### src/rtl/sawc_pkg.sv
// Shared types and constants for the set-associative write-back cache.
package sawc_pkg;
  localparam int ADDR_BITS  = 18;
  localparam int SETS       = 64;
  localparam int WAYS       = 4;
  localparam int SET_BITS   = $clog2(SETS);
  localparam int WAY_BITS   = $clog2(WAYS);
  localparam int TAG_BITS   = ADDR_BITS - 6 - SET_BITS;
  localparam int LINE_BITS  = ADDR_BITS - 6;
  localparam int MEM_LINES  = 1 << LINE_BITS;
  localparam int LINE_W     = 128;
  localparam int CACHE_DEPTH = SETS * WAYS;
  localparam int CIDX_BITS  = $clog2(CACHE_DEPTH);

  localparam logic [1:0] ST_INVALID  = 2'd0;
  localparam logic [1:0] ST_VALID    = 2'd1;
  localparam logic [1:0] ST_MODIFIED = 2'd3;
  localparam logic [1:0] PRIO_EMPTY  = 2'd3;
  localparam logic [1:0] PRIO_INSERT = 2'd2;
  localparam logic [1:0] PRIO_HIT    = 2'd0;

  localparam logic OP_READ  = 1'b0;
  localparam logic OP_WRITE = 1'b1;

  typedef struct packed {
    logic                 op;
    logic [ADDR_BITS-1:0] address;
    logic signed [31:0]   write_data;
  } in_item_t;

  typedef struct packed {
    logic signed [31:0] read_data;
    logic               hit;
    logic               wrote_back;
  } out_item_t;

  // Tag, status and priority of one way; a set's entries share one RAM word.
  typedef struct packed {
    logic [TAG_BITS-1:0] tag;
    logic [1:0]          stat;
    logic [1:0]          prio;
  } way_meta_t;

  typedef way_meta_t [WAYS-1:0] set_meta_t;

  // Classified request handed from front to back.
  typedef struct packed {
    logic                op;
    logic [TAG_BITS-1:0] tag;
    logic [TAG_BITS-1:0] vtag;
    logic [SET_BITS-1:0] set;
    logic [1:0]          word;
    logic [31:0]         wdata;
    logic                hit;
    logic [WAY_BITS-1:0] way;
    logic                dirty;
  } req_t;
endpackage

### src/rtl/sawc_ram.sv
// Generic single-port-write, registered-read RAM.
module sawc_ram #(
  parameter int WIDTH = 8,
  parameter int DEPTH = 16
) (
  input  logic                     clk,
  input  logic                     we,
  input  logic [$clog2(DEPTH)-1:0] waddr,
  input  logic [WIDTH-1:0]         wdata,
  input  logic [$clog2(DEPTH)-1:0] raddr,
  output logic [WIDTH-1:0]         rdata
);
  logic [WIDTH-1:0] mem [DEPTH];
  always_ff @(posedge clk) begin
    if (we) mem[waddr] <= wdata;
    rdata <= mem[raddr];
  end
endmodule

### src/rtl/sawc_front.sv
// Front end: set metadata lookup, hit detection, victim choice.
module sawc_front (
  input  logic               clk,
  input  logic               rst_n,
  input  logic               in_push,
  input  sawc_pkg::in_item_t in_item,
  output logic               in_full,
  output logic               req_valid,
  output sawc_pkg::req_t     req,
  input  logic               q_full,
  input  logic               busy_clear
);
  import sawc_pkg::*;

  typedef enum logic {S_IDLE, S_LOOK} state_t;

  state_t              state_r;
  in_item_t            item_r;
  logic [SET_BITS-1:0] clr_r;

  set_meta_t           meta_rd, meta_wr;
  logic                meta_we;
  logic [SET_BITS-1:0] meta_waddr, meta_raddr;

  logic [SET_BITS-1:0]  set;
  logic [TAG_BITS-1:0]  tag;
  logic                 hit;
  logic [WAY_BITS-1:0]  hway, vway, way;
  logic [1:0]           best;
  logic                 acc;

  sawc_ram #(.WIDTH($bits(set_meta_t)), .DEPTH(SETS)) u_meta (
    .clk, .we(meta_we), .waddr(meta_waddr), .wdata(meta_wr), .raddr(meta_raddr),
    .rdata(meta_rd));

  // Take one access, then look up its set before taking another; the queue has room by then.
  assign in_full    = busy_clear || q_full || state_r != S_IDLE;
  assign acc        = in_push && !in_full;
  assign meta_raddr = in_item.address[6 +: SET_BITS];
  assign set        = item_r.address[6 +: SET_BITS];
  assign tag        = item_r.address[ADDR_BITS-1 -: TAG_BITS];
  assign meta_we    = busy_clear || state_r == S_LOOK;
  assign meta_waddr = busy_clear ? clr_r : set;

  always_comb begin
    hit  = 1'b0;
    hway = '0;
    vway = '0;
    best = meta_rd[0].prio;
    for (int w = WAYS - 1; w >= 0; w--) begin
      if (meta_rd[w].tag == tag && meta_rd[w].stat != ST_INVALID) begin
        hit  = 1'b1;
        hway = WAY_BITS'(w);
      end
    end
    for (int w = 1; w < WAYS; w++) begin
      if (meta_rd[w].prio > best) begin
        best = meta_rd[w].prio;
        vway = WAY_BITS'(w);
      end
    end
    way = hit ? hway : vway;
    meta_wr = meta_rd;
    meta_wr[way].tag  = tag;
    meta_wr[way].prio = hit ? PRIO_HIT : PRIO_INSERT;
    if (item_r.op == OP_WRITE)  meta_wr[way].stat = ST_MODIFIED;
    else if (!hit)              meta_wr[way].stat = ST_VALID;
    if (busy_clear) begin
      for (int w = 0; w < WAYS; w++) begin
        meta_wr[w] = '{tag: '0, stat: ST_INVALID, prio: PRIO_EMPTY};
      end
    end
  end

  always_ff @(posedge clk) begin
    if (!rst_n) begin
      state_r <= S_IDLE;
      clr_r   <= '0;
    end else begin
      if (busy_clear) clr_r <= clr_r + 1'b1;
      case (state_r)
        S_IDLE: if (acc) begin
          item_r  <= in_item;
          state_r <= S_LOOK;
        end
        S_LOOK: state_r <= S_IDLE;
        default: state_r <= S_IDLE;
      endcase
    end
  end

  assign req_valid  = state_r == S_LOOK;
  assign req.op     = item_r.op;
  assign req.tag    = tag;
  assign req.vtag   = meta_rd[vway].tag;
  assign req.set    = set;
  assign req.word   = item_r.address[5:4];
  assign req.wdata  = item_r.write_data;
  assign req.hit    = hit;
  assign req.way    = way;
  assign req.dirty  = !hit && meta_rd[vway].stat == ST_MODIFIED;

  assert property (@(posedge clk) disable iff (!rst_n) req_valid |-> !q_full)
    else $error("request queue full on hand-over");
  assert property (@(posedge clk) disable iff (!rst_n) acc |=> state_r == S_LOOK)
    else $error("lookup did not follow transfer");
  assert property (@(posedge clk) disable iff (!rst_n) busy_clear |-> !acc)
    else $error("access taken during clear");
endmodule

### config.mk
export PLATFORM = sky130hd
export DESIGN_NAME = sawc_front
export DESIGN_NICKNAME = d
export VERILOG_FILES = /design/src/rtl/sawc_pkg.sv /design/src/rtl/sawc_ram.sv /design/src/rtl/sawc_front.sv
export SDC_FILE = /design/constraint.sdc
export NUM_CORES = 2
export LEC_CHECK = 0
export BUFFER_PORTS_ARGS = -buffer_cell sky130_fd_sc_hd__buf_2
export CELL_PAD_IN_SITES_DETAIL_PLACEMENT = 1
export CELL_PAD_IN_SITES_GLOBAL_PLACEMENT = 2
export CORE_MARGIN = 1
export CORE_UTILIZATION = 45
export CTS_CLUSTER_DIAMETER = 120
export DETAILED_ROUTE_END_ITERATION = 10
export PLACE_DENSITY = 0.79
export RECOVER_POWER = 25
export SLEW_MARGIN = 30
export SYNTH_ARGS = -nofsm -noshare
export SYNTH_HDL_FRONTEND = slang
export SYNTH_SLANG_ARGS = --single-unit
### constraint.sdc
create_clock -name clk -period 8.8 [get_ports clk]
set_input_delay 0.88 -clock clk [delete_from_list [all_inputs] [get_ports clk]]
set_output_delay 0.88 -clock clk [all_outputs]
set_load 0.02 [all_outputs]
# ---- Word level (Yosys, flattened, before mapping)
# Memories as Yosys holds them, arrays and structs flattened. A register that Yosys moved wholly into a read port is not among the register bits.
# Cells that the tools add are included.
dict set report classes {
  multipliers 0
  n_lt_le_gt_ge 6
  n_shift 0
  mux 35
  addsub 1
  n_reduce_logical 17
  bitwise 1
  n_div 0
  n_eq_ne 5
}
# cell count
set ops {}
lappend ops {{bitwise mux 40 bit} 4}
lappend ops {{two-way mux 40 bit} 3}
lappend ops {{demux 10 bit (select 2 bit)} 3}
lappend ops {{== test 6 bit} 4}
lappend ops {{two-way mux 2 bit} 11}
lappend ops {{binary-select mux 10 bit (select 2 bit)} 1}
lappend ops {{two-way mux 10 bit} 2}
lappend ops {{two-way mux 1 bit} 8}
lappend ops {{nonzero test 2 bit} 4}
lappend ops {{logical AND 1 bit} 7}
lappend ops {{adder 6 x 1 -> 6 bit (second input constant)} 1}
lappend ops {{> comparator 2 bit} 3}
lappend ops {{less-than comparator 2 x 3 -> 1 bit (second input constant)} 2}
lappend ops {{two-way mux 6 bit} 1}
lappend ops {{two-way mux 4 bit} 1}
lappend ops {{logical OR 1 bit} 3}
lappend ops {{AND reduction 3 bit} 1}
lappend ops {{== test 2 bit (second input constant)} 1}
lappend ops {{greater-or-equal comparator 2 x 1 -> 1 bit (second input constant)} 1}
lappend ops {{zero test 1 bit} 2}
lappend ops {{case mux 1 bit (2 select lines)} 1}
lappend ops {{inverter 1 bit} 1}
dict set report totals {
  input_bits 56
  n_memories 1
  elab_cells 71
  regBits 58
  ramBits 2560
  rom_bits 0
  latch_bits 0
  output_inout_bits 59
}
# memory words word_bits rd rd_ports_with_merged_regs write_ports line
set memory_table {}
lappend memory_table {u_meta.mem 64 40 1 1 1 sawc_ram.sv:13} ;# logic [WIDTH-1:0] mem [DEPTH];

# ---- Depth between registers and ports, before layout
dict set report logic_depth {
  depth_word 17
  ltp_mapped 20
  ltp_nobuf 18
}

# ---- Modules after synthesis
# A second synthesis with hierarchy kept.
dict set report hier_totals {
  cells_unflattened 4503
  hier_area_um2 101153.3
}
# mod area_each_um2 instances cells_per_inst seq_area_each_um2
set modules_own_cells {}
lappend modules_own_cells {sawc_ram 97836.3 1 4195 77674.5}
lappend modules_own_cells {sawc_front 3316.9 1 308 1551.5}

# ---- Worst setup path before layout
# No wires, ideal clock.
dict set report synth_path {
  path_type {flip-flop to flip-flop}
  start {register u_meta.rdata[11] (read register of u_meta.mem)}
  end {memory u_meta.mem[0][2] (netlist name) (data pin)}
  t_arrival_ps 5922
  path_buffers 2
  synth_period_minus_slack_ps 6663
  required_ps 8059
  setup_ps 741
  path_stages_with_launch 19
  setup_slack_ps 2137
  path_cell_list {dfxtp_1 -> inv_1 -> ha_1 -> nor2_1 -> o22ai_1 -> o21ai_0 -> ha_1 -> inv_1 -> o22a_1 -> nor2_1 -> a21oi_1 -> ha_1 -> nand2_1 -> o21a_1 -> clkbuf_1 -> nor3_1 -> a41oi_2 -> buf_2 -> a221oi_1}
}
# element line
set synth_rtl {}
lappend synth_rtl {{start, declared} sawc_ram.sv:11} ;# output logic [WIDTH-1:0] rdata
lappend synth_rtl {{end, declared} sawc_ram.sv:13}

# ---- Final worst setup path
dict set report layout_path {
  start {input port busy_clear}
  end {memory u_meta.mem[21][12] (netlist name), enable pin}
}
dict set report layout_between {
  elab_chain_cells 3
  elab_cells_between_ends 4
  classes_between {mux: 3; reduce/logical: 1}
}
# element line
set layout_lines {}
lappend layout_lines {{start, declared} sawc_front.sv:11} ;# input logic busy_clear
lappend layout_lines {{logical OR 1 bit} sawc_front.sv:42} ;# assign meta_we = busy_clear || state_r == S_LOOK;
lappend layout_lines {{two-way mux 1 bit} sawc_ram.sv:15} ;# if (we) mem[waddr] <= wdata;
lappend layout_lines {{two-way mux 1 bit (not written as such)} sawc_ram.sv:15}
# Parallel ways exist; a longest one is shown, timed or not.

==> key figures <==
Synthesis
  – Post-synth EDFFs: 2607
  – Cell area after synthesis: 101000 sq um
  – Largest family of logic cells by synthesized area: multiplexers
  – Count of state elements after synthesis: 2654
  – Post-synthesis sequential area ratio: 78.3%
  – Avg Inst Size Synth: 22.2 sq um
  – Ys async rst share: 0%
  – Count leader, synth: edfxtp_1
  – Simple-gate portion of the synthesized area: 1.60%
  – Synth Area in Adders: 0.111%
  – Syn_nets: 4616
  – Cells after Synth: 4551
  – Post-synthesis mux area share: 14.9%
  – Synth cell types: 67
  – Predominant post-synthesis flop cell: edfxtp_1
  – Post-synthesis compound-gate area fraction: 3.44%
  – Commonest cells in the netlist: edfxtp_1, mux4_2, nor2_1, nand2_1, clkbuf_1
  – Cell accounting for the most synthesized area: edfxtp_1
  – Synth top area share: 77.4%
  – Ys Warns: 0
  – Dominant cells by area after synthesis: edfxtp_1, mux4_2, mux2i_1
  – Xor-xnor portion of the synthesized cell area: 0.242%

Clock tree
  – CTS tree: built
  – CTS resizes: 0
  – CTS H-Tree Depth: 5
  – Clock sinks: 2654
  – Max clock buf depth: 4
  – Clock transition at the registers of the reported paths: 60 ps
  – Worst skew pair latency: 950 ps
  – Clock root buffer: clkbuf_16
  – Hold_buf cts: 0
  – Cts bufs inserted: 274
  – Number of setup buffers added after CTS: 0

Floorplanning
  – DIE AREA: 227000 sq um
  – Starting Density: 45.4%
  – Die width: 476 um
  – Rows: 173
  – Core Box Area: 223000 sq um
  – Die H: 476 um
  – I/O pin cnt: 115

Routing
  – DR vias: 51600
  – Initial DRC Count: 6761
  – First drt pass iteration count: 7
  – Routed WL: 289000 um
  – DRC: 0
  – Number of antenna-violating nets in the routed design: 0
  – Drt wl/cell: 36.1 um
  – Via density per instance: 6.43

Timing
  – Max Clock Skew: 55.7 ps
  – Fin worst setup slack: 809 ps
  – Fin crit period: 7990 ps
  – RSZ-0062 raised after global routing: no
  – Slew @ Worst Pin: 4440 ps
  – Setup Viol. Count Final: 0
  – Hold Fails Final Rpt: 0
  – Final TNS setup: 0 ps
  – Final slew viol count: 1508
  – Final clock period utilization by the worst path: 90.8%
  – Max Clk Rate: 125 MHz
  – Slew Limit Headroom: -196%

Placement
  – Pre-CTS setup slack: 2800 ps
  – Placed Cells: 7547
  – Routability cong.: 0.918
  – IO Port Bufs: 110
  – Final HPWL DP: 158000 um

Final layout
  – Layout cells sized above 1: 25.0%
  – Layout area overhead: 13.1%
  – Non-filler instance count after layout: 8023
  – Finished Core Util: 51.4%
  – Fillers: 19500
  – # nets final: 4916

Global routing
  – Met1 Use GR: 34.2%
  – Initial antenna violation count: 15
  – Vias in the first global route: 52400
  – Largest net degree at the start of global routing: 114
  – Total track usage: 25.3%
  – GR peak layer: met2
  – GR Util met3: 5.54%
  – Met2 Usage GRT: 41.1%
  – Global-route wire length before repair: 403000 um
  – GRT overflow: 0

Critical path
  – Worst Path Max Fanout: 40
  – Worst Path Arrival: 8420 ps
  – WP data required: 9230 ps
  – Worst reg2reg setup slack: 2820 ps
  – CP Launch Type: primary input
  – Setup crit end kind: register
  – Critical path type: in2reg

Run status
  – Outcome: complete, but fails checks
  – Violated checks: capacitance limit, slew limit

Worst hold path
  – Worst hold path type: in2reg

Pwr
  – Pwr dens: 253 nW/um^2
  – Leak: 35.8 nW
  – Overall Power: 28.9 mW
  – Peak supply drop: 0.000200 V

Run
  – Max-cap violations: 67
-- metal layers --
layer,part of all wire (%),wire (um)
met5,0.028,80
met2,49,141000
met3,10,29100
met4,3.0,8690
met1,38,110000
-- layout by cell type, fill, tap and decap left out, drive strengths merged, types with 7 or more instances in the layout --
cell / n
edfxtp: 2607
mux4: 625
clkbuf: 445
buf: 178
nor2: 154
nand2: 142
a21oi: 108
mux2i: 98
clkinv: 84
o22ai: 83
a221oi: 64
a22o: 58
dfxtp: 47
inv: 31
a22oi: 26
o221ai: 25
a31oi: 22
bufinv: 21
nor2b: 17
nand3: 16
xnor2: 15
o21ai: 15
xor2: 13
a31o: 12
nand2b: 10
o32ai: 10
ha: 9
and2: 9
a211oi: 8
nor3: 8
a311oi: 8
nand4: 8
a21o: 7
a2111oi: 7
-- cell families (layout without fill, tap and decap cells) --
| logic type | after synthesis | count (layout) |
|---|---|---|
| DFF | 2654 | 2654 |
| buffers and inverters | 273 | 764 |
| and+or+nand+nor | 379 | 379 |
| muxes | 725 | 725 |
| other | 0 | 6 |
| AOI/OAI and AO/OA | 483 | 483 |
| xor gates and xnor gates | 28 | 28 |
| adders and majority gates | 9 | 9 |
-- final timing paths --
check | start | to | depth (start not counted)
min | in_item[44] | req[50]$_DFFE_PP_ | 1
max reg2reg | u_meta.rdata[11]$_DFF_P_ | u_meta.mem[13][1]$_DFFE_PP_ | 19
min reg2reg | clr_r[5]$_SDFFE_PN0P_ | clr_r[5]$_SDFFE_PN0P_ | 2
max | busy_clear | u_meta.mem[21][12]$_DFFE_PP_ | 9
-- area by class of cell --
class                           count  area, sq um  area share (%)
Multi-Input combinational cell   1624        21200            18.5
Timing Repair Buffer              275         1780            1.55
Clock inverter                    119         1110           0.970
Sequential cell                  2654        79200            69.2
Inverter                           22         85.1          0.0743
Tap cell                         2975         3720            3.25
Antenna cell                        6         15.0          0.0131
Clock buffer                      348         7340            6.41
-- power by group --
| group | internal [mW] | total, mW | switching (mW) |
|---|---|---|---|
| Combinational | 0.680 | 2.74 | 2.06 |
| Clock | 6.50 | 11.2 | 4.67 |
| Sequential | 14.9 | 15.0 | 0.0938 |
| Total | 22.1 | 28.9 | 6.82 |
-- critical path, stage by stage --
cell and delay, ps:
buf_2 70, clkbuf_1 1840, inv_1 190, clkbuf_1 1060, nor2_1 450, a22o_1 260, nand2_1 430, nor2_4 230
clkbuf_1 2910
-- flip-flops by register name (all words and copies together) (netlist names) --
register and cells:
clr_r 6, req 47, req_valid 1, u_meta.mem 2560, u_meta.rdata 40
-- stage by stage --
step           cell area [sq um]  hold slack (ps)
2_1_floorplan             101000              473
3_3_place_gp              106000              525
3_5_place_dp              107000              534
4_1_cts                   115000             56.6
5_1_grt                   114000             90.8
6_report                  114000              111
Note: power is estimated with default switching activity, not from simulation.
